`config.mk`:
```
export PLATFORM = sky130hd
export DESIGN_NAME = task_ready_queue_scheduler
export DESIGN_NICKNAME = d
export VERILOG_FILES = /design/src/rtl/trqs_pkg.sv /design/src/rtl/task_ready_queue_scheduler.sv /design/src/rtl/trqs_ram.sv /design/src/rtl/trqs_core.sv
export SDC_FILE = /design/constraint.sdc
export NUM_CORES = 1
export LEC_CHECK = 0
export ABC_AREA = 1
export ABC_CLOCK_PERIOD_IN_PS = 9190
export BUFFER_PORTS_ARGS = -buffer_cell sky130_fd_sc_hd__buf_4
export CAP_MARGIN = 30
export CORE_MARGIN = 4
export CORE_UTILIZATION = 50
export CTS_CLUSTER_SIZE = 25
export DETAILED_ROUTE_END_ITERATION = 6
export PLACE_DENSITY = 0.71
export SETUP_SLACK_MARGIN = 0.5
export SLEW_MARGIN = 20
export SYNTH_ARGS = -nofsm -noshare
export SYNTH_HDL_FRONTEND = slang
export SYNTH_SLANG_ARGS = --single-unit
```
`constraint.sdc`:
```
create_clock -name clk -period 9.19 [get_ports clk]
set_clock_uncertainty 0.05 [all_clocks]
set_input_delay 1.3785 -clock clk [delete_from_list [all_inputs] [get_ports clk]]
set_output_delay 1.3785 -clock clk [all_outputs]
set_load 0.03 [all_outputs]
```
`src/rtl/trqs_pkg.sv`:
```
package trqs_pkg;

    // Field widths of the command and result transfers
    localparam int KIND_W   = 2;
    localparam int ID_W     = 4;
    localparam int STATUS_W = 2;
    localparam int STATE_W  = 2;
    localparam int ACT_W    = 4;

    // Configuration port
    localparam int CFG_IDX_W  = 3;
    localparam int CFG_DATA_W = 32;

    // Default sizes
    localparam int DEF_NUM_TASKS  = 8;
    localparam int DEF_NUM_LEVELS = 8;
    localparam int DEF_LIST_DEPTH = 8;

    // Task entry in the control memory: ready flag over activation count
    localparam int TASK_ENT_W = ACT_W + 1;

    // Configuration reset values
    localparam logic [23:0] RST_TASK_PRIORITIES = 24'h000000;
    localparam logic [31:0] RST_MAX_ACTIVATIONS = 32'h11111111;
    localparam logic [7:0]  RST_EXTENDED_MASK   = 8'h00;
    localparam logic [7:0]  RST_PREEMPTIVE_MASK = 8'hFF;
    localparam logic [31:0] RST_LIST_LENGTHS    = 32'h88888888;

    typedef logic [ID_W-1:0]  task_id_t;
    typedef logic [ACT_W-1:0] act_cnt_t;

    typedef enum logic [KIND_W-1:0] {
        KIND_ACTIVATE  = 2'd0,
        KIND_TERMINATE = 2'd1,
        KIND_GET_NEXT  = 2'd2,
        KIND_GET_STATE = 2'd3
    } kind_t;

    typedef enum logic [STATUS_W-1:0] {
        STATUS_OK     = 2'd0,
        STATUS_LIMIT  = 2'd1,
        STATUS_BAD_ID = 2'd2
    } status_t;

    typedef enum logic [STATE_W-1:0] {
        ST_SUSPENDED = 2'd0,
        ST_READY     = 2'd1,
        ST_INVALID   = 2'd2
    } task_state_t;

    typedef enum logic [CFG_IDX_W-1:0] {
        REG_TASK_PRIORITIES = 3'd0,
        REG_MAX_ACTIVATIONS = 3'd1,
        REG_EXTENDED_MASK   = 3'd2,
        REG_PREEMPTIVE_MASK = 3'd3,
        REG_LIST_LENGTHS    = 3'd4
    } cfg_reg_t;

    typedef struct packed {
        kind_t    kind;
        task_id_t task_id;
        task_id_t running_task;
    } cmd_t;

    typedef struct packed {
        status_t     status;
        task_id_t    next_task;
        task_state_t task_state;
        logic        reschedule;
    } result_t;

    typedef struct packed {
        logic [23:0] task_priorities;
        logic [31:0] max_activations;
        logic [7:0]  extended_mask;
        logic [7:0]  preemptive_mask;
        logic [31:0] list_lengths;
    } cfg_regs_t;

    // Pick field idx of w bits (w up to 4) from a packed word; beyond the word reads zero
    function automatic logic [3:0] pick(logic [63:0] word, logic [6:0] idx, logic [2:0] w);
        logic [9:0]  sh;
        logic [63:0] s;
        sh = 10'(idx) * 10'(w);
        s  = word >> sh;
        return s[3:0] & ~(4'hF << w);
    endfunction

endpackage

```
`src/rtl/task_ready_queue_scheduler.sv`:
```
// Channel   Handshake                 Payload                 Transfer
// -------   -----------------------   ---------------------   --------------------------
// command   start / busy              cmd (cmd_t)             start high, busy low
// result    done strobe               result (result_t)       every cycle done is high
// config    cfg_valid / cfg_ready     cfg_index, cfg_data     cfg_valid and cfg_ready high
//
// Get-next, get-state and commands with a bad id go straight to the query reads; a valid
// activate or terminate first reads and updates the task and level entries and brings the
// ring position back inside the ring. One read port on the control memory orders the accesses:
// task, level, query and head reads in turn. A new command is taken in the cycle that done
// is high. No clearing pass after reset: valid bits make unwritten control entries read as
// zero. Results cannot be stalled.
module task_ready_queue_scheduler #(
    parameter int NUM_TASKS  = trqs_pkg::DEF_NUM_TASKS,
    parameter int NUM_LEVELS = trqs_pkg::DEF_NUM_LEVELS,
    parameter int LIST_DEPTH = trqs_pkg::DEF_LIST_DEPTH
) (
    input  logic                                clk,
    input  logic                                rst_n,
    input  logic                                start,
    output logic                                busy,
    input  trqs_pkg::cmd_t                      cmd,
    output logic                                done,
    output trqs_pkg::result_t                   result,
    input  logic                                cfg_valid,
    output logic                                cfg_ready,
    input  logic [trqs_pkg::CFG_IDX_W-1:0]      cfg_index,
    input  logic [trqs_pkg::CFG_DATA_W-1:0]     cfg_data
);

    trqs_pkg::cfg_regs_t cfg_reg;

    assign cfg_ready = 1'b1;

    // Hold configuration registers; drop writes beyond the list
    always_ff @(posedge clk or negedge rst_n)
    begin
        if (!rst_n)
        begin
            cfg_reg.task_priorities <= trqs_pkg::RST_TASK_PRIORITIES;
            cfg_reg.max_activations <= trqs_pkg::RST_MAX_ACTIVATIONS;
            cfg_reg.extended_mask   <= trqs_pkg::RST_EXTENDED_MASK;
            cfg_reg.preemptive_mask <= trqs_pkg::RST_PREEMPTIVE_MASK;
            cfg_reg.list_lengths    <= trqs_pkg::RST_LIST_LENGTHS;
        end
        else if (cfg_valid && cfg_ready)
        begin
            unique case (trqs_pkg::cfg_reg_t'(cfg_index))
                trqs_pkg::REG_TASK_PRIORITIES: cfg_reg.task_priorities <= cfg_data[23:0];
                trqs_pkg::REG_MAX_ACTIVATIONS: cfg_reg.max_activations <= cfg_data;
                trqs_pkg::REG_EXTENDED_MASK:   cfg_reg.extended_mask   <= cfg_data[7:0];
                trqs_pkg::REG_PREEMPTIVE_MASK: cfg_reg.preemptive_mask <= cfg_data[7:0];
                trqs_pkg::REG_LIST_LENGTHS:    cfg_reg.list_lengths    <= cfg_data;
                default:
                begin
                end
            endcase
        end
    end

    trqs_core #(
        .NUM_TASKS  (NUM_TASKS),
        .NUM_LEVELS (NUM_LEVELS),
        .LIST_DEPTH (LIST_DEPTH)
    ) u_core (
        .clk    (clk),
        .rst_n  (rst_n),
        .start  (start),
        .busy   (busy),
        .cmd    (cmd),
        .cfg    (cfg_reg),
        .done   (done),
        .result (result)
    );

endmodule

```
`src/rtl/trqs_ram.sv`:
```
module trqs_ram #(
    parameter int WIDTH = 8,
    parameter int DEPTH = 16
) (
    input  logic                                   clk,
    input  logic                                   we,
    input  logic [(DEPTH > 1 ? $clog2(DEPTH) : 1)-1:0] waddr,
    input  logic [WIDTH-1:0]                       wdata,
    input  logic [(DEPTH > 1 ? $clog2(DEPTH) : 1)-1:0] raddr,
    output logic [WIDTH-1:0]                       rdata
);

    logic [WIDTH-1:0] mem_reg [DEPTH];
    logic [WIDTH-1:0] rdata_reg;

    // Write one entry, read one entry with registered data
    always_ff @(posedge clk)
    begin
        if (we)
        begin
            mem_reg[waddr] <= wdata;
        end
        rdata_reg <= mem_reg[raddr];
    end

    assign rdata = rdata_reg;

endmodule

```
`src/rtl/trqs_core.sv`:
```
module trqs_core #(
    parameter int NUM_TASKS  = trqs_pkg::DEF_NUM_TASKS,
    parameter int NUM_LEVELS = trqs_pkg::DEF_NUM_LEVELS,
    parameter int LIST_DEPTH = trqs_pkg::DEF_LIST_DEPTH
) (
    input  logic                clk,
    input  logic                rst_n,
    input  logic                start,
    output logic                busy,
    input  trqs_pkg::cmd_t      cmd,
    input  trqs_pkg::cfg_regs_t cfg,
    output logic                done,
    output trqs_pkg::result_t   result
);

    localparam int TW      = $clog2(NUM_TASKS);
    localparam int LW      = $clog2(NUM_LEVELS);
    localparam int PW      = (LIST_DEPTH > 1) ? $clog2(LIST_DEPTH) : 1;
    localparam int CW      = $clog2(LIST_DEPTH + 1);
    localparam int XW      = CW + 1;
    localparam int LVL_W   = PW + CW;
    localparam int ENT_W   = (LVL_W > trqs_pkg::TASK_ENT_W) ? LVL_W : trqs_pkg::TASK_ENT_W;
    localparam int CDEPTH  = NUM_TASKS + NUM_LEVELS;
    localparam int CAW     = $clog2(CDEPTH);
    localparam int RDEPTH  = NUM_LEVELS * LIST_DEPTH;
    localparam int RAW     = $clog2(RDEPTH);

    typedef enum logic [3:0] {
        S_IDLE,
        S_RD_TASK,
        S_RD_LVL,
        S_DECIDE,
        S_WRAP,
        S_WR_RING,
        S_WR_TASK,
        S_RD_QUERY,
        S_RD_HEAD,
        S_RD_SLOT,
        S_FINISH
    } state_t;

    state_t              state_reg, state_next;
    trqs_pkg::cmd_t      cmd_reg;
    trqs_pkg::task_id_t  subj_reg;
    logic                id_ok_reg;
    logic                run_ok_reg;
    trqs_pkg::status_t   status_reg;
    logic                resched_reg;
    logic [LW-1:0]       lvl_reg;
    logic [CW-1:0]       len_reg;
    logic                tready_reg;
    trqs_pkg::act_cnt_t  tcnt_reg;
    logic [PW-1:0]       head_reg;
    logic [CW-1:0]       lcnt_reg;
    logic                enq_reg;
    logic                pop_reg;
    logic                twr_reg;
    logic                tready_new_reg;
    trqs_pkg::act_cnt_t  tcnt_new_reg;
    logic [XW-1:0]       wrap_reg;
    logic [LW-1:0]       top_reg;
    logic                any_reg;
    logic                qready_reg;
    logic [CDEPTH-1:0]   ctrl_vld_reg;
    logic                rd_vld_reg;
    logic [NUM_LEVELS-1:0] ne_reg;
    logic                done_reg;
    trqs_pkg::result_t   result_reg;

    // Memory ports
    logic               ctrl_we;
    logic [CAW-1:0]     ctrl_waddr;
    logic [ENT_W-1:0]   ctrl_wdata;
    logic [CAW-1:0]     ctrl_raddr;
    logic [ENT_W-1:0]   ctrl_rdata;
    logic [ENT_W-1:0]   ctrl_q;
    logic               ring_we;
    logic [RAW-1:0]     ring_waddr;
    logic [RAW-1:0]     ring_raddr;
    logic [TW-1:0]      ring_rdata;

    // Decode and decision signals
    logic [2:0]          prio_c;
    logic [3:0]          field_c;
    logic [3:0]          lenf_c;
    logic [LW-1:0]       pcl_c;
    logic [LW-1:0]       lvl_c;
    logic [CW-1:0]       len_c;
    trqs_pkg::act_cnt_t  maxact_c;
    logic                ext_c;
    logic                pre_c;
    logic                modify_c;
    logic [PW-1:0]       lhead_c;
    logic [CW-1:0]       lcnt_c;
    trqs_pkg::status_t   dec_status;
    logic                dec_enq;
    logic                dec_pop;
    logic                dec_twr;
    logic                dec_ready;
    trqs_pkg::act_cnt_t  dec_cnt;
    logic                dec_resched;
    logic [XW-1:0]       dec_wrap;
    logic [CW-1:0]       new_lcnt;
    logic [PW-1:0]       new_head;
    logic [LW-1:0]       top_c;
    logic [CAW-1:0]      lvl_base;

    trqs_ram #(.WIDTH(ENT_W), .DEPTH(CDEPTH)) u_ctrl_ram (
        .clk   (clk),
        .we    (ctrl_we),
        .waddr (ctrl_waddr),
        .wdata (ctrl_wdata),
        .raddr (ctrl_raddr),
        .rdata (ctrl_rdata)
    );

    trqs_ram #(.WIDTH(TW), .DEPTH(RDEPTH)) u_ring_ram (
        .clk   (clk),
        .we    (ring_we),
        .waddr (ring_waddr),
        .wdata (TW'(subj_reg)),
        .raddr (ring_raddr),
        .rdata (ring_rdata)
    );

    // Entries never written read as zero
    assign ctrl_q  = rd_vld_reg ? ctrl_rdata : '0;
    assign lhead_c = ctrl_q[LVL_W-1:CW];
    assign lcnt_c  = ctrl_q[CW-1:0];
    assign lvl_base = CAW'(NUM_TASKS);

    // Map the subject task to its level and ring length
    always_comb
    begin
        field_c = trqs_pkg::pick(64'(cfg.task_priorities), 7'(subj_reg), 3'd3);
        prio_c  = field_c[2:0];
        if (int'(prio_c) > NUM_LEVELS - 1)
        begin
            pcl_c = LW'(NUM_LEVELS - 1);
        end
        else
        begin
            pcl_c = LW'(prio_c);
        end
        lvl_c  = LW'(NUM_LEVELS - 1) - pcl_c;
        lenf_c = trqs_pkg::pick(64'(cfg.list_lengths), 7'(pcl_c), 3'd4);
        if (lenf_c == 4'd0)
        begin
            len_c = CW'(1);
        end
        else if (int'(lenf_c) > LIST_DEPTH)
        begin
            len_c = CW'(LIST_DEPTH);
        end
        else
        begin
            len_c = CW'(lenf_c);
        end
    end

    // Per-task configuration bits
    always_comb
    begin
        maxact_c = trqs_pkg::pick(64'(cfg.max_activations), 7'(subj_reg), 3'd4);
        ext_c    = trqs_pkg::pick(64'(cfg.extended_mask), 7'(subj_reg), 3'd1) != 4'd0;
        pre_c    = trqs_pkg::pick(64'(cfg.preemptive_mask), 7'(cmd_reg.running_task), 3'd1)
                   != 4'd0;
    end

    // Decide the update from the task entry and the level entry
    always_comb
    begin
        dec_status  = trqs_pkg::STATUS_OK;
        dec_enq     = 1'b0;
        dec_pop     = 1'b0;
        dec_twr     = 1'b0;
        dec_ready   = tready_reg;
        dec_cnt     = tcnt_reg;
        dec_resched = 1'b0;
        if (cmd_reg.kind == trqs_pkg::KIND_ACTIVATE)
        begin
            if (!tready_reg)
            begin
                dec_enq   = 1'b1;
                dec_ready = 1'b1;
                dec_cnt   = (tcnt_reg == '1) ? tcnt_reg : tcnt_reg + 4'd1;
            end
            else if (ext_c)
            begin
                dec_status = trqs_pkg::STATUS_LIMIT;
            end
            else if (tcnt_reg < maxact_c)
            begin
                dec_enq = 1'b1;
                dec_cnt = tcnt_reg + 4'd1;
            end
            else
            begin
                dec_status = trqs_pkg::STATUS_LIMIT;
            end
            // Refuse when the ring is full
            if (dec_enq && (lcnt_c >= len_reg))
            begin
                dec_enq    = 1'b0;
                dec_status = trqs_pkg::STATUS_LIMIT;
            end
            dec_twr     = dec_enq;
            dec_resched = dec_enq && run_ok_reg && pre_c;
        end
        else
        begin
            dec_cnt   = (tcnt_reg != 4'd0) ? tcnt_reg - 4'd1 : tcnt_reg;
            dec_ready = dec_cnt != 4'd0;
            dec_twr   = 1'b1;
            dec_pop   = lcnt_c != '0;
        end
        if (dec_enq)
        begin
            dec_wrap = XW'(lhead_c) + XW'(lcnt_c);
        end
        else
        begin
            dec_wrap = XW'(lhead_c) + XW'(1);
        end
    end

    // New level entry after push or pop
    always_comb
    begin
        if (enq_reg)
        begin
            new_lcnt = lcnt_reg + CW'(1);
            new_head = head_reg;
        end
        else
        begin
            new_lcnt = lcnt_reg - CW'(1);
            new_head = PW'(wrap_reg);
        end
    end

    // Highest-priority non-empty level
    always_comb
    begin
        top_c = '0;
        for (int i = NUM_LEVELS - 1; i >= 0; i--)
        begin
            if (ne_reg[i])
            begin
                top_c = LW'(i);
            end
        end
    end

    assign modify_c = ((cmd.kind == trqs_pkg::KIND_ACTIVATE) &&
                       (int'(cmd.task_id) < NUM_TASKS)) ||
                      ((cmd.kind == trqs_pkg::KIND_TERMINATE) &&
                       (int'(cmd.running_task) < NUM_TASKS));

    // Next state and memory access
    always_comb
    begin
        state_next = state_reg;
        ctrl_we    = 1'b0;
        ctrl_waddr = '0;
        ctrl_wdata = '0;
        ctrl_raddr = '0;
        ring_we    = 1'b0;
        ring_waddr = RAW'(lvl_reg) * RAW'(LIST_DEPTH) + RAW'(wrap_reg);
        ring_raddr = RAW'(top_reg) * RAW'(LIST_DEPTH) + RAW'(lhead_c);
        unique case (state_reg)
            S_IDLE:
            begin
                if (start)
                begin
                    state_next = modify_c ? S_RD_TASK : S_RD_QUERY;
                end
            end
            S_RD_TASK:
            begin
                ctrl_raddr = CAW'(subj_reg);
                state_next = S_RD_LVL;
            end
            S_RD_LVL:
            begin
                ctrl_raddr = lvl_base + CAW'(lvl_reg);
                state_next = S_DECIDE;
            end
            S_DECIDE:
            begin
                state_next = S_WRAP;
            end
            S_WRAP:
            begin
                if (wrap_reg < XW'(len_reg))
                begin
                    state_next = S_WR_RING;
                end
            end
            S_WR_RING:
            begin
                ring_we    = enq_reg;
                ctrl_we    = enq_reg || pop_reg;
                ctrl_waddr = lvl_base + CAW'(lvl_reg);
                ctrl_wdata = ENT_W'({new_head, new_lcnt});
                state_next = S_WR_TASK;
            end
            S_WR_TASK:
            begin
                ctrl_we    = twr_reg;
                ctrl_waddr = CAW'(subj_reg);
                ctrl_wdata = ENT_W'({tready_new_reg, tcnt_new_reg});
                state_next = S_RD_QUERY;
            end
            S_RD_QUERY:
            begin
                ctrl_raddr = id_ok_reg ? CAW'(cmd_reg.task_id) : '0;
                state_next = S_RD_HEAD;
            end
            S_RD_HEAD:
            begin
                ctrl_raddr = lvl_base + CAW'(top_reg);
                state_next = S_RD_SLOT;
            end
            S_RD_SLOT:
            begin
                state_next = S_FINISH;
            end
            S_FINISH:
            begin
                state_next = S_IDLE;
            end
            default:
            begin
                state_next = S_IDLE;
            end
        endcase
    end

    // Sequencer registers
    always_ff @(posedge clk or negedge rst_n)
    begin
        if (!rst_n)
        begin
            state_reg      <= S_IDLE;
            cmd_reg        <= '0;
            subj_reg       <= '0;
            id_ok_reg      <= 1'b0;
            run_ok_reg     <= 1'b0;
            status_reg     <= trqs_pkg::STATUS_OK;
            resched_reg    <= 1'b0;
            lvl_reg        <= '0;
            len_reg        <= '0;
            tready_reg     <= 1'b0;
            tcnt_reg       <= '0;
            head_reg       <= '0;
            lcnt_reg       <= '0;
            enq_reg        <= 1'b0;
            pop_reg        <= 1'b0;
            twr_reg        <= 1'b0;
            tready_new_reg <= 1'b0;
            tcnt_new_reg   <= '0;
            wrap_reg       <= '0;
            top_reg        <= '0;
            any_reg        <= 1'b0;
            qready_reg     <= 1'b0;
            ctrl_vld_reg   <= '0;
            rd_vld_reg     <= 1'b0;
            ne_reg         <= '0;
            done_reg       <= 1'b0;
            result_reg     <= '0;
        end
        else
        begin
            state_reg  <= state_next;
            done_reg   <= 1'b0;
            rd_vld_reg <= ctrl_vld_reg[ctrl_raddr];
            if (ctrl_we)
            begin
                ctrl_vld_reg[ctrl_waddr] <= 1'b1;
            end
            unique case (state_reg)
                S_IDLE:
                begin
                    // Take a command
                    if (start)
                    begin
                        cmd_reg     <= cmd;
                        subj_reg    <= (cmd.kind == trqs_pkg::KIND_TERMINATE) ?
                                       cmd.running_task : cmd.task_id;
                        id_ok_reg   <= int'(cmd.task_id) < NUM_TASKS;
                        run_ok_reg  <= int'(cmd.running_task) < NUM_TASKS;
                        resched_reg <= 1'b0;
                        if (((cmd.kind == trqs_pkg::KIND_ACTIVATE ||
                              cmd.kind == trqs_pkg::KIND_GET_STATE) &&
                             int'(cmd.task_id) >= NUM_TASKS) ||
                            (cmd.kind == trqs_pkg::KIND_TERMINATE &&
                             int'(cmd.running_task) >= NUM_TASKS))
                        begin
                            status_reg <= trqs_pkg::STATUS_BAD_ID;
                        end
                        else
                        begin
                            status_reg <= trqs_pkg::STATUS_OK;
                        end
                    end
                end
                S_RD_TASK:
                begin
                    lvl_reg <= lvl_c;
                    len_reg <= len_c;
                end
                S_RD_LVL:
                begin
                    tready_reg <= ctrl_q[trqs_pkg::ACT_W];
                    tcnt_reg   <= ctrl_q[trqs_pkg::ACT_W-1:0];
                end
                S_DECIDE:
                begin
                    head_reg       <= lhead_c;
                    lcnt_reg       <= lcnt_c;
                    status_reg     <= dec_status;
                    resched_reg    <= dec_resched;
                    enq_reg        <= dec_enq;
                    pop_reg        <= dec_pop;
                    twr_reg        <= dec_twr;
                    tready_new_reg <= dec_ready;
                    tcnt_new_reg   <= dec_cnt;
                    wrap_reg       <= dec_wrap;
                end
                S_WRAP:
                begin
                    // Reduce the ring position one length per cycle
                    if (wrap_reg >= XW'(len_reg))
                    begin
                        wrap_reg <= wrap_reg - XW'(len_reg);
                    end
                end
                S_WR_RING:
                begin
                    if (enq_reg || pop_reg)
                    begin
                        ne_reg[lvl_reg] <= new_lcnt != '0;
                    end
                end
                S_WR_TASK:
                begin
                end
                S_RD_QUERY:
                begin
                    top_reg <= top_c;
                    any_reg <= |ne_reg;
                end
                S_RD_HEAD:
                begin
                    qready_reg <= ctrl_q[trqs_pkg::ACT_W];
                end
                S_RD_SLOT:
                begin
                end
                S_FINISH:
                begin
                    // Present the result for one cycle
                    done_reg              <= 1'b1;
                    result_reg.status     <= status_reg;
                    result_reg.next_task  <= any_reg ? trqs_pkg::task_id_t'(ring_rdata) :
                                             trqs_pkg::task_id_t'(NUM_TASKS);
                    result_reg.reschedule <= resched_reg;
                    if (!id_ok_reg)
                    begin
                        result_reg.task_state <= trqs_pkg::ST_INVALID;
                    end
                    else if (qready_reg)
                    begin
                        result_reg.task_state <= trqs_pkg::ST_READY;
                    end
                    else
                    begin
                        result_reg.task_state <= trqs_pkg::ST_SUSPENDED;
                    end
                end
                default:
                begin
                end
            endcase
        end
    end

    assign busy   = state_reg != S_IDLE;
    assign done   = done_reg;
    assign result = result_reg;

endmodule

```
# [Word-level counts from Yosys, hierarchy flattened]
# Memory sizes are Yosys's and may differ from the RTL's. A register that Yosys moved wholly into a read port is not among the register bits.
# Index checks and enable logic that the tools add are counted.
# Widths: inputs -> output; s select.
[op_classes] mux=69 n_addsub=12 bitwise_logic=1 eq_ne=20 div=0 reduce_logical=36 multipliers=1 magnitude_cmp=14 n_shift=5
[ops] op="$mux 4" n=14
[ops] op="$pmux 4 s10" n=1
[ops] op="$shr 32x5->4" n=1
[ops] op="$shr 32x6->4" n=1
[ops] op="$mux 3" n=10
[ops] op="$shr 24x6->3" n=1
[ops] op="$mux 1" n=23
[ops] op="$reduce_and 2->1" n=10
[ops] op="$reduce_bool 4->1" n=5
[ops] op="$eq 4x3->1 const B" n=4
[ops] op="$eq 4x4->1 const B" n=4
[ops] op="$or 16x16->16" n=1
[ops] op="$pmux 4 s4" n=1
[ops] op="$shr 8x4->1" n=2
[ops] op="$mux 2" n=7
[ops] op="$pmux 7 s2" n=1
[ops] op="$lt 4x5->1 const B" n=2
[ops] op="$mux 5" n=2
[ops] op="$pmux 5 s2" n=1
[ops] op="$logic_and 1x1->1" n=9
[ops] op="$add 4x1->4 const B" n=2
[ops] op="$add 4x3->4 const A" n=2
[ops] op="$bwmux 8" n=1
[ops] op="$eq 4x2->1 const B" n=2
[ops] op="other kinds (39)" n=51
[word_totals] input_bits=49 elab_cells=197 romBits=0 ff_bits=199 latchBits=0 mem_bits_rw=304 n_memories=2
[mem_list] memory="u_core.u_ring_ram.mem_reg" depth=64 word_bits=3 read_ports=1 rd_clocked_by_memory_dff=1 wr=1 line="trqs_ram.sv:13" source="logic [WIDTH-1:0] mem_reg [DEPTH];"
[mem_list] memory="u_core.u_ctrl_ram.mem_reg" depth=16 word_bits=7 read_ports=1 rd_clocked_by_memory_dff=1 wr=1 line="trqs_ram.sv:13"

# [Longest topological paths before layout]
# Gate-level depths: netlist of run 1.
[logic_depth] ltp_word=13 ltp_mapped=19 ltp_nobuf=16

# [Cells and area by module]
# Synthesis of run 1 repeated with hierarchy kept, for this count alone.
[unflattened] cells_unflattened=2551 area_unflattened_um2=23771.5
[modules_own_cells] mod="trqs_ram at u_core.u_ring_ram" seq_area_each_um2=5825.6 area_each_um2=8195.4 cells_each=734 n_inst=1
[modules_own_cells] mod="trqs_core" seq_area_each_um2=2377.3 area_each_um2=6366.1 cells_each=868 n_inst=1
[modules_own_cells] mod="trqs_ram at u_core.u_ctrl_ram" seq_area_each_um2=3503.4 area_each_um2=5034.8 cells_each=485 n_inst=1
[modules_own_cells] mod="task_ready_queue_scheduler" seq_area_each_um2=2632.5 area_each_um2=4175.3 cells_each=464 n_inst=1

# [Worst setup path after synthesis of run 1]
# OpenSTA, ideal clock, no wires.
[synth_path] path_kind="register to register" from="reg u_core.subj_reg[0]" to="reg u_core.wrap_reg[3]" setup_slack_ns=5.795 synth_period_minus_slack_ns=3.395 arrival_ns=3.224 stages_incl_launch_ff=18 cell_sequence="dfrtp_1 > buf_6 > buf_2 > clkbuf_1 > o21ai_0 > o221ai_1 > o211ai_1 > ha_1 > a21oi_1 > nand2_1 > inv_1 > nand2_2 > nand2_2 > nand3_2 > nand2_1 > nand2_1 > o21bai_1 > nand2_1"
[synth_via] elab_chain_cells=12 word_cells_on_any_way=13 classes_between="order compare: 1; shift: 2; mux: 9; reduce/logical: 1"
[synth_rtl] item="start, declared" line="trqs_core.sv:44" source="trqs_pkg::task_id_t subj_reg;"
[synth_rtl] item="start signal, assigned" line="trqs_core.sv:389" source="subj_reg <= (cmd.kind == trqs_pkg::KIND_TERMINATE) ?"
[synth_rtl] item="$shr 32x6->4" line="trqs_pkg.sv:85" source="s = word >> sh;"
[synth_rtl] item="$lt 4x4->1" line="trqs_core.sv:192" source="else if (tcnt_reg < maxact_c)"
[synth_rtl] item="$mux 1" line="trqs_core.sv:192"
[synth_rtl] item="$mux 1 (*)" line="trqs_core.sv:188" source="else if (ext_c)"
[synth_rtl] item="$mux 1 (*)" line="trqs_core.sv:182" source="if (!tready_reg)"
[synth_rtl] item="$mux 1 (*)" line="trqs_core.sv:180" source="if (cmd_reg.kind == trqs_pkg::KIND_ACTIVATE)"
[synth_rtl] item="$logic_and 1x1->1" line="trqs_core.sv:202" source="if (dec_enq && (lcnt_c >= len_reg))"
[synth_rtl] item="$mux 1 (*)" line="trqs_core.sv:202"
[synth_rtl] item="$mux 1 (*) (2 in a row)" line="trqs_core.sv:180"
[synth_rtl] item="$mux 5 (*)" line="trqs_core.sv:217" source="if (dec_enq)"
[synth_rtl] item="$pmux 5 s2 (*)" line="trqs_core.sv:382" source="unique case (state_reg)"
[synth_rtl] item="end signal, assigned" line="trqs_core.sv:429" source="wrap_reg <= dec_wrap;"
[synth_rtl] item="end signal, assigned" line="trqs_core.sv:436" source="wrap_reg <= wrap_reg - XW'(len_reg);"
[synth_rtl] item="end, declared" line="trqs_core.sv:60" source="logic [XW-1:0] wrap_reg;"
# Every way passes the cells marked *; elsewhere a longest branch is shown, timed or not. The select of a mux whose other input is x is not followed.
# A chain may end at the register's enable or synchronous reset.

# [Worst setup path after layout of run 1]
[layout_path] from="reg u_core.subj_reg[2]" to="reg u_core.len_reg[1]"
[layout_via] elab_chain_cells=6 word_cells_on_any_way=7 classes_between="mul: 1; order compare: 1; shift: 2; mux: 2; reduce/logical: 1"
[layout_rtl] item="$mul 4x2->6 (*)" line="trqs_pkg.sv:84" source="sh = 10'(idx) * 10'(w);"
[layout_rtl] item="$shr 24x6->3 (*)" line="trqs_pkg.sv:85"
[layout_rtl] item="$shr 32x5->4 (*)" line="trqs_pkg.sv:85"
[layout_rtl] item="$gt 4x4->1" line="trqs_core.sv:151" source="else if (int'(lenf_c) > LIST_DEPTH)"
[layout_rtl] item="$mux 4" line="trqs_core.sv:151"
[layout_rtl] item="$mux 4 (*)" line="trqs_core.sv:147" source="if (lenf_c == 4'd0)"
[layout_rtl] item="end signal, assigned" line="trqs_core.sv:411" source="len_reg <= len_c;"
[layout_rtl] item="end, declared" line="trqs_core.sv:50" source="logic [CW-1:0] len_reg;"
# Every way passes the cells marked *; elsewhere a longest branch is shown, timed or not.

==> tab_implementation.tex, run 1 <==
\begin{tabular}{lr}
\hline
Metric & Value \\
\hline
\multicolumn{2}{l}{\textbf{Status}} \\
Outcome & finished, violations left \\
Failing checks & DRC \\
\multicolumn{2}{l}{\textbf{Place}} \\
Total placed instance area & 0.0235 mm2 \\
Detailed Place HPWL & 35200 um \\
Number of buffer cells added on primary ports & 59 \\
Routability congestion estimate from global placement & 0.887 \\
\multicolumn{2}{l}{\textbf{Pwr}} \\
Leakage & 0.0104 uW \\
P per Cell Area & 191 mW/mm2 \\
Worst-case vdd ir drop & 0.163 mV \\
\multicolumn{2}{l}{\textbf{Clock tree}} \\
Number of hold-repair buffers added at the cts stage & 0 \\
Clock tree root buffer cell & clkbuf\_16 \\
Number of levels in the clock H-tree & 2 \\
Longest Clk Path Bufs & 3 \\
Post-cts sizing count & 0 \\
TritonCTS clock tree & done \\
Clock sink count & 513 \\
CTS Buf Count & 52 \\
Clk Latency, worst-skew pair & 600 ps \\
Clock slew at the register clock pins of the worst setup and hold paths & 60 ps \\
Post-CTS repair timing setup buffer count & 0 \\
\multicolumn{2}{l}{\textbf{Cells and area}} \\
FF+latch area & 0.0143 mm2 \\
Max FFs per register & 192 \\
Area delta synth->final & 11.7\% \\
Final layout net count & 2283 \\
Fraction of the core area covered by cells at the end of the flow & 56.8\% \\
Share of post-route cells with drive strength above 1 & 10.6\% \\
Filler instances & 3718 \\
Final antenna diode count & 0 \\
Leading cell types in the layout, fill and taps excluded & 329 x o21ai\_0, 312 x nand2\_1, 310 x nor2\_1, 304 x edfxtp\_1, 172 x dfrtp\_1 \\
Final cell area excluding filler cells & 0.0252 mm2 \\
Area of the multi-input gates & 0.00705 mm2 \\
Most common cell after layout, fill and taps aside & o21ai\_0 \\
\multicolumn{2}{l}{\textbf{Synthesis}} \\
Share of synthesized area occupied by flip-flops and latches & 63.5\% \\
Mapped Cells & 2178 \\
Cell area after synthesis & 0.0226 mm2 \\
Yosys synthesis warning count & 0 \\
Nets in the synthesized netlist & 2254 \\
Post-synth top flop & edfxtp\_1 \\
Number of synthesized register bits & 513 \\
Post-Syn Area per Cell & 10.4 um2 \\
Unique masters post-synth & 54 \\
Number of synthesized flops with an enable pin & 304 \\
Proportion of synthesized flip-flops having asynchronous set or reset & 38.8\% \\
\multicolumn{2}{l}{\textbf{Timing}} \\
Fmax achieved & 0.270 GHz \\
Setup repair after global routing missed its margin & false \\
Transition time at the pin with the least slew margin & 1000 ps \\
Final number of max-transition violations & 0 \\
Total negative setup slack & 0 ps \\
Remaining max-slew budget at the tightest pin & 33.2\% \\
WHS & 410 ps \\
Final cycle utilization of the critical path & 40.2\% \\
Total of endpoints with negative setup slack in the final report & 0 \\
Shortest period the worst path allows & 3700 ps \\
Hold Fails Final Rpt & 0 \\
\multicolumn{2}{l}{\textbf{Floorplanning}} \\
I/O pins & 61 \\
Effective utilization at floorplan & 50.8\% \\
Height of the die & 220 um \\
Width of the chip & 220 um \\
Number of rows created at floorplan & 77 \\
CORE AREA & 0.0444 mm2 \\
DIE AREA & 0.0486 mm2 \\
\multicolumn{2}{l}{\textbf{Critical path}} \\
Sequence of cells on the critical path & buf\_4 -> inv\_1 -> o211ai\_1 -> nand3\_1 -> inv\_1 -> nand2\_1 -> nand3\_1 -> nand2\_1 -> nand3\_1 -> nand2\_1 -> nand3\_1 -> o21ai\_1 \\
Crit. path cell count & 12 \\
Crit path kind & reg -> reg \\
Worst path most repeated cell & nand3\_1 \\
Cells on worst reg2reg path & 12 \\
Worst-path cell with the longest stage delay & buf\_4 \\
Required time of the worst setup path & 9620 ps \\
Critical Path Fanout Max & 81 \\
Crit path arrival time & 4130 ps \\
Endpoint type of the worst setup path & flip-flop \\
Delay of the slowest cell on the worst path & 730 ps \\
Startpoint kind of the worst setup timing path & flip-flop \\
CP Buf/Inv Count & 3 \\
Largest delay contributor family on the critical path & buffers and inverters \\
\multicolumn{2}{l}{\textbf{GRT}} \\
Sum of overflow across all layers after global routing & 0 \\
Initial antenna violation count & 0 \\
First-pass GRT wire length & 88200 um \\
Total track usage & 23.0\% \\
Maximum number of pins on one net before global-route repair & 103 \\
Number of global-route vias before repair & 16200 \\
\multicolumn{2}{l}{\textbf{Detailed routing}} \\
Remaining design rule violation count & 6 \\
Via Count & 16200 \\
DR vias/cell & 5.71 \\
Overall routed net length & 55500 um \\
First DRT Iteration DRCs & 1595 \\
Post-DR wirelength/cell & 19.5 um \\
Antenna-violating nets left & 0 \\
First-pass iteration count of the detailed router & 7 \\
\multicolumn{2}{l}{\textbf{Job}} \\
\# Max-Cap Violations & 0 \\
\multicolumn{2}{l}{\textbf{Worst hold path}} \\
Cell count of the worst hold path & 1 \\
Tightest Hold Check Type & reg -> reg \\
\hline
\end{tabular}
==> area by class of cell <==
cell class | instances | share of cell area (%)
flip-flops and latches | 513 | 56.9
multi-input cells | 1382 | 27.9
clock buffers | 85 | 6.13
repair buffers | 86 | 3.03
well taps | 592 | 2.94
inverters | 172 | 2.58
clock inverters | 13 | 0.481
==> cells by family (layout without fill, tap and decap cells) <==
logic type	count (synthesis)	in the layout	share of synthesized area (%)
xor gates and xnor gates	12	12	0.466
buffers and inverters	283	356	5.32
and+or+nand+nor	772	772	14.1
DFF	513	513	63.5
other	1	1	0.0166
adders and majority gates	27	27	1.63
AOI/OAI and AO/OA	570	570	14.9
==> path summary, 6_finish.rpt <==
path	start	endpoint	slack (ps)
min in group asynchronous	rst_n	cfg_reg[28]	670
max	u_core.subj_reg[2]	u_core.len_reg[1]	5490
max reg2reg	u_core.subj_reg[2]	u_core.len_reg[1]	5490
max in group asynchronous	rst_n	cfg_reg[56]	6980
min	u_core.u_ring_ram.rdata[2]	u_core.result[5]	410
min reg2reg	u_core.u_ring_ram.rdata[2]	u_core.result[5]	410
==> where the power goes <==
group	total (uW)	leakage (uW)	internal [uW]	switching (uW)
Combinational	176	0.00398	73.7	102
Sequential	2580	0.00564	2520	54.8
Clock	2060	0.000822	1180	879
Total	4810	0.0104	3780	1040
==> metrics by stage <==
stage | setup WS, ps | total power (uW) | std cells
finish | 5490 | 4810 | 2843
global route | 5180 | 4980 | 2843
CTS | 5500 | 4840 | 2840
detailed placement | 5520 | 2790 | 2742
global placement | 5660 | 2780 | 2737
floorplan | 5790 | 2710 | 2178
==> worst reg2reg max path: stages, from the launching register on <==
cell	delay, ps
dfrtp_2	340
buf_4	730
inv_1	430
o211ai_1	250
nand3_1	570
inv_1	570
nand2_1	120
nand3_1	90
nand2_1	70
nand3_1	60
nand2_1	120
nand3_1	120
o21ai_1	70
==> synthesized netlist by cell type, types with 5 or more instances <==
cell type  number  share of area, %
or2_0          21              0.58
o211ai_2        7              0.39
buf_6          10              0.50
nand4_1         5              0.14
dfrtp_1       175                19
a31oi_1         6              0.17
ha_1           23               1.3
edfxtp_1      304                40
nor3_1          8              0.18
nor2_1        310               5.2
a21oi_1        33              0.73
nand2_2         7              0.19
inv_2           8              0.13
nand2_1       313               5.2
dfxtp_1        10              0.89
o21ai_0       332               7.4
xnor2_1         7              0.27
nand3_1        83               1.8
dfstp_2        24               2.8
o211ai_1       86               2.9
a22o_1          5              0.19
buf_4           9              0.30
clkbuf_1       70               1.2
or2_2          11              0.30
inv_1         160               2.7
o221ai_1       29               1.1
xor2_1          5              0.19
buf_2          19              0.42
o22ai_1        38               1.1
o21ai_1        15              0.33
==> routing by layer <==
layer / global-route usage (%) / vias to the layer above / part of all wire [%]
met3: 3.34 / 119 / 6.2
met2: 38.1 / 590 / 49
li1: - / 7639 / -
met4: 9.09 / 0 / 3.3
met1: 30.9 / 7893 / 42
met5: 0 / - / 0
No activity file was read; power rests on OpenSTA's default activity.
==> inputs of run 2 (changes only) <==
- ABC_CLOCK_PERIOD_IN_PS: 9190 -> 3900
- clock period: 9.19 -> 3.9 ns (I/O delays scaled with it)
==> tab_implementation.tex, run 2 (synthesis gave the netlist of run 1 again) <==
\begin{tabular}{lr}
\hline
Metric & Value \\
\hline
\multicolumn{2}{l}{\textbf{Detailed routing}} \\
First DRT Iteration DRCs & 1674 (was 1595) \\
Antenna-violating nets left & 0 (unchanged) \\
DR vias/cell & 5.74 (was 5.71) \\
Via Count & 16300 (was 16200) \\
Remaining design rule violation count & 0 (was 6) \\
First-pass iteration count of the detailed router & 6 (was 7) \\
Overall routed net length & 54700 um (was 55500 um) \\
Post-DR wirelength/cell & 19.3 um (was 19.5 um) \\
\multicolumn{2}{l}{\textbf{Cells and area}} \\
Number of standard cells in the layout, taps in and fillers out & 2840 (was 2843) \\
Leading cell types in the layout, fill and taps excluded & 329 x o21ai\_0, 312 x nand2\_1, 310 x nor2\_1, 304 x edfxtp\_1, 172 x dfrtp\_1 (unchanged) \\
Share of post-route cells with drive strength above 1 & 10.7\% (was 10.6\%) \\
Area delta synth->final & 11.5\% (was 11.7\%) \\
Final cell area excluding filler cells & 0.0252 mm2 (about the same) \\
Final layout net count & 2281 (was 2283) \\
Final antenna diode count & 0 (unchanged) \\
Most common cell after layout, fill and taps aside & o21ai\_0 (unchanged) \\
Max FFs per register & 192 (unchanged) \\
\multicolumn{2}{l}{\textbf{Place}} \\
Number of buffer cells added on primary ports & 59 (unchanged) \\
Total placed instance area & 0.0235 mm2 (about the same) \\
DP Cell Count & 2743 (was 2742) \\
Routability congestion estimate from global placement & 0.948 (was 0.887) \\
Detailed Place HPWL & 35100 um (was 35200 um) \\
\multicolumn{2}{l}{\textbf{Clock tree}} \\
Number of levels in the clock H-tree & 2 (unchanged) \\
Post-CTS repair timing setup buffer count & 0 (unchanged) \\
Number of hold-repair buffers added at the cts stage & 0 (unchanged) \\
Clk Latency, worst-skew pair & 590 ps (was 600 ps) \\
TritonCTS clock tree & done (unchanged) \\
CTS Buf Count & 52 (unchanged) \\
Post-cts sizing count & 0 (unchanged) \\
Clock tree root buffer cell & clkbuf\_16 (unchanged) \\
Clock slew at the register clock pins of the worst setup and hold paths & 60 ps (about the same) \\
Clock sink count & 513 (unchanged) \\
Longest Clk Path Bufs & 3 (unchanged) \\
\multicolumn{2}{l}{\textbf{GRT}} \\
Maximum number of pins on one net before global-route repair & 100 (was 103) \\
Total track usage & 22.7\% (was 23.0\%) \\
Number of global-route vias before repair & 16000 (was 16200) \\
First-pass GRT wire length & 87300 um (was 88200 um) \\
Initial antenna violation count & 0 (unchanged) \\
Sum of overflow across all layers after global routing & 0 (unchanged) \\
\multicolumn{2}{l}{\textbf{Pwr}} \\
Internal & 9020 uW (was 3780 uW) \\
Combinational cell fraction of total power & 3.6\% (was 3.7\%) \\
Switching Share & 21.3\% (was 21.5\%) \\
P per Cell Area & 455 mW/mm2 (was 191 mW/mm2) \\
Psw & 2440 uW (was 1040 uW) \\
Clock share of power & 43.4\% (was 42.8\%) \\
Register share of total power & 53.0\% (was 53.5\%) \\
Worst-case vdd ir drop & 0.474 mV (was 0.163 mV) \\
Leakage & 0.0104 uW (about the same) \\
\multicolumn{2}{l}{\textbf{Floorplanning}} \\
DIE AREA & 0.0486 mm2 (unchanged) \\
Width of the chip & 220 um (unchanged) \\
Height of the die & 220 um (unchanged) \\
CORE AREA & 0.0444 mm2 (unchanged) \\
Number of rows created at floorplan & 77 (unchanged) \\
I/O pins & 61 (unchanged) \\
Effective utilization at floorplan & 50.8\% (unchanged) \\
\multicolumn{2}{l}{\textbf{Critical path}} \\
Delay of the slowest cell on the worst path & 560 ps (was 730 ps) \\
Endpoint type of the worst setup path & flip-flop (unchanged) \\
Largest delay contributor family on the critical path & simple AND/OR/NAND/NOR gates (was buffers and inverters) \\
Worst-path cell with the longest stage delay & dfrtp\_2 (was buf\_4) \\
Worst path most repeated cell & nand2\_1 (was nand3\_1) \\
Required time of the worst setup path & 4320 ps (was 9620 ps) \\
Crit path arrival time & 3450 ps (was 4130 ps) \\
Sequence of cells on the critical path & inv\_1 -> o21ai\_0 -> o221ai\_1 -> o211ai\_1 -> ha\_1 -> a21oi\_1 -> nand2\_1 -> inv\_1 -> nand2\_2 -> nand2\_2 -> nand3\_2 -> nand2\_1 -> nand3\_1 -> nand3\_1 -> nand2\_1 (was buf\_4 -> inv\_1 -> o211ai\_1 -> nand3\_1 -> inv\_1 -> nand2\_1 -> nand3\_1 -> nand2\_1 -> nand3\_1 -> nand2\_1 -> nand3\_1 -> o21ai\_1) \\
CP Buf/Inv Count & 2 (was 3) \\
Crit path kind & reg -> reg (unchanged) \\
Critical Path Fanout Max & 19 (was 81) \\
Startpoint kind of the worst setup timing path & flip-flop (unchanged) \\
\multicolumn{2}{l}{\textbf{Timing}} \\
Shortest period the worst path allows & 3030 ps (was 3700 ps) \\
Total of endpoints with negative setup slack in the final report & 0 (unchanged) \\
Final cycle utilization of the critical path & 77.7\% (was 40.2\%) \\
Hold Fails Final Rpt & 0 (unchanged) \\
Fmax achieved & 0.330 GHz (was 0.270 GHz) \\
Transition time at the pin with the least slew margin & 998 ps (was 1000 ps) \\
Remaining max-slew budget at the tightest pin & 33.4\% (was 33.2\%) \\
Total negative setup slack & 0 ps (unchanged) \\
Final number of max-transition violations & 0 (unchanged) \\
Setup repair after global routing missed its margin & false (unchanged) \\
\multicolumn{2}{l}{\textbf{Worst hold path}} \\
Tightest Hold Check Type & in -> async (was reg -> reg) \\
\multicolumn{2}{l}{\textbf{Status}} \\
Outcome & finished, final reports clean (was finished, violations left) \\
\multicolumn{2}{l}{\textbf{Job}} \\
\# Max-Cap Violations & 0 (unchanged) \\
\hline
\end{tabular}
-- run 2: cell types whose count changed in the layout (fill, tap and decap cells not counted), moves of 2 or more --
| cell | change |
|---|---|
| clkbuf_1 | -9 |
| clkbuf_8 | -8 |
| clkinv_1 | +6 |
| buf_16 | -5 |
| bufinv_16 | +4 |
| clkinvlp_4 | +3 |
| buf_12 | +2 |
| clkinv_2 | +2 |
| inv_6 | +2 |
-- run 2: cell type report --
type,count,area (um2)
Inverter,172,651
Fill cell,3670,19200
Clock buffer,69,1430
Timing Repair Buffer,84,674
Clock inverter,28,280
Multi-Input combinational cell,1382,7060
Tap cell,592,741
Sequential cell,513,14300
-- run 2: routing by layer --
| metal | vias to the layer above | GRT usage, % | wire, um |
|---|---|---|---|
| met4 | 0 | 6.57 | 1250 |
| li1 | 7631 | - | - |
| met3 | 91 | 2.79 | 3370 |
| met2 | 576 | 38.6 | 27100 |
| met5 | - | 0 | 0 |
| met1 | 8007 | 31.0 | 22900 |
-- run 2: final timing paths --
kind | startpoint | end | slack, ps | cells past startpoint
worst max register to register | u_core.subj_reg[1] | u_core.wrap_reg[0] | 870 | 15
max in group asynchronous | rst_n | u_core.head_reg[0] | 2680 | 2
worst min register to register | u_core.u_ring_ram.rdata[0] | u_core.result[3] | 400 | 1
min in group clk | cmd[0] | u_core.cmd_reg[0] | 170 | 3
worst max-delay path | u_core.subj_reg[1] | u_core.wrap_reg[0] | 870 | 15
worst min-delay path | rst_n | cfg_reg[12] | 30 | 1
-- run 2: through the flow --
stage	setup WS [ps]	hold WS, ps	total power [uW]	util [%]
finish	870	32.0	11500	56.7
global route	607	85.4	11800	56.7
CTS	928	43.7	11500	56.7
detailed placement	937	388	6590	52.8
global placement	1030	388	6580	52.8
floorplan	505	239	6380	-
-- run 2: power by group through the flow --
stage | combinational (uW) | sequential, uW | clock (uW)
6_report | 408 | 6080 | 4980
5_1_grt | 478 | 6100 | 5260
3_5_place_dp | 409 | 6180 | 0
2_1_floorplan | 258 | 6120 | 0
4_1_cts | 414 | 6080 | 5040
3_3_place_gp | 391 | 6190 | 0
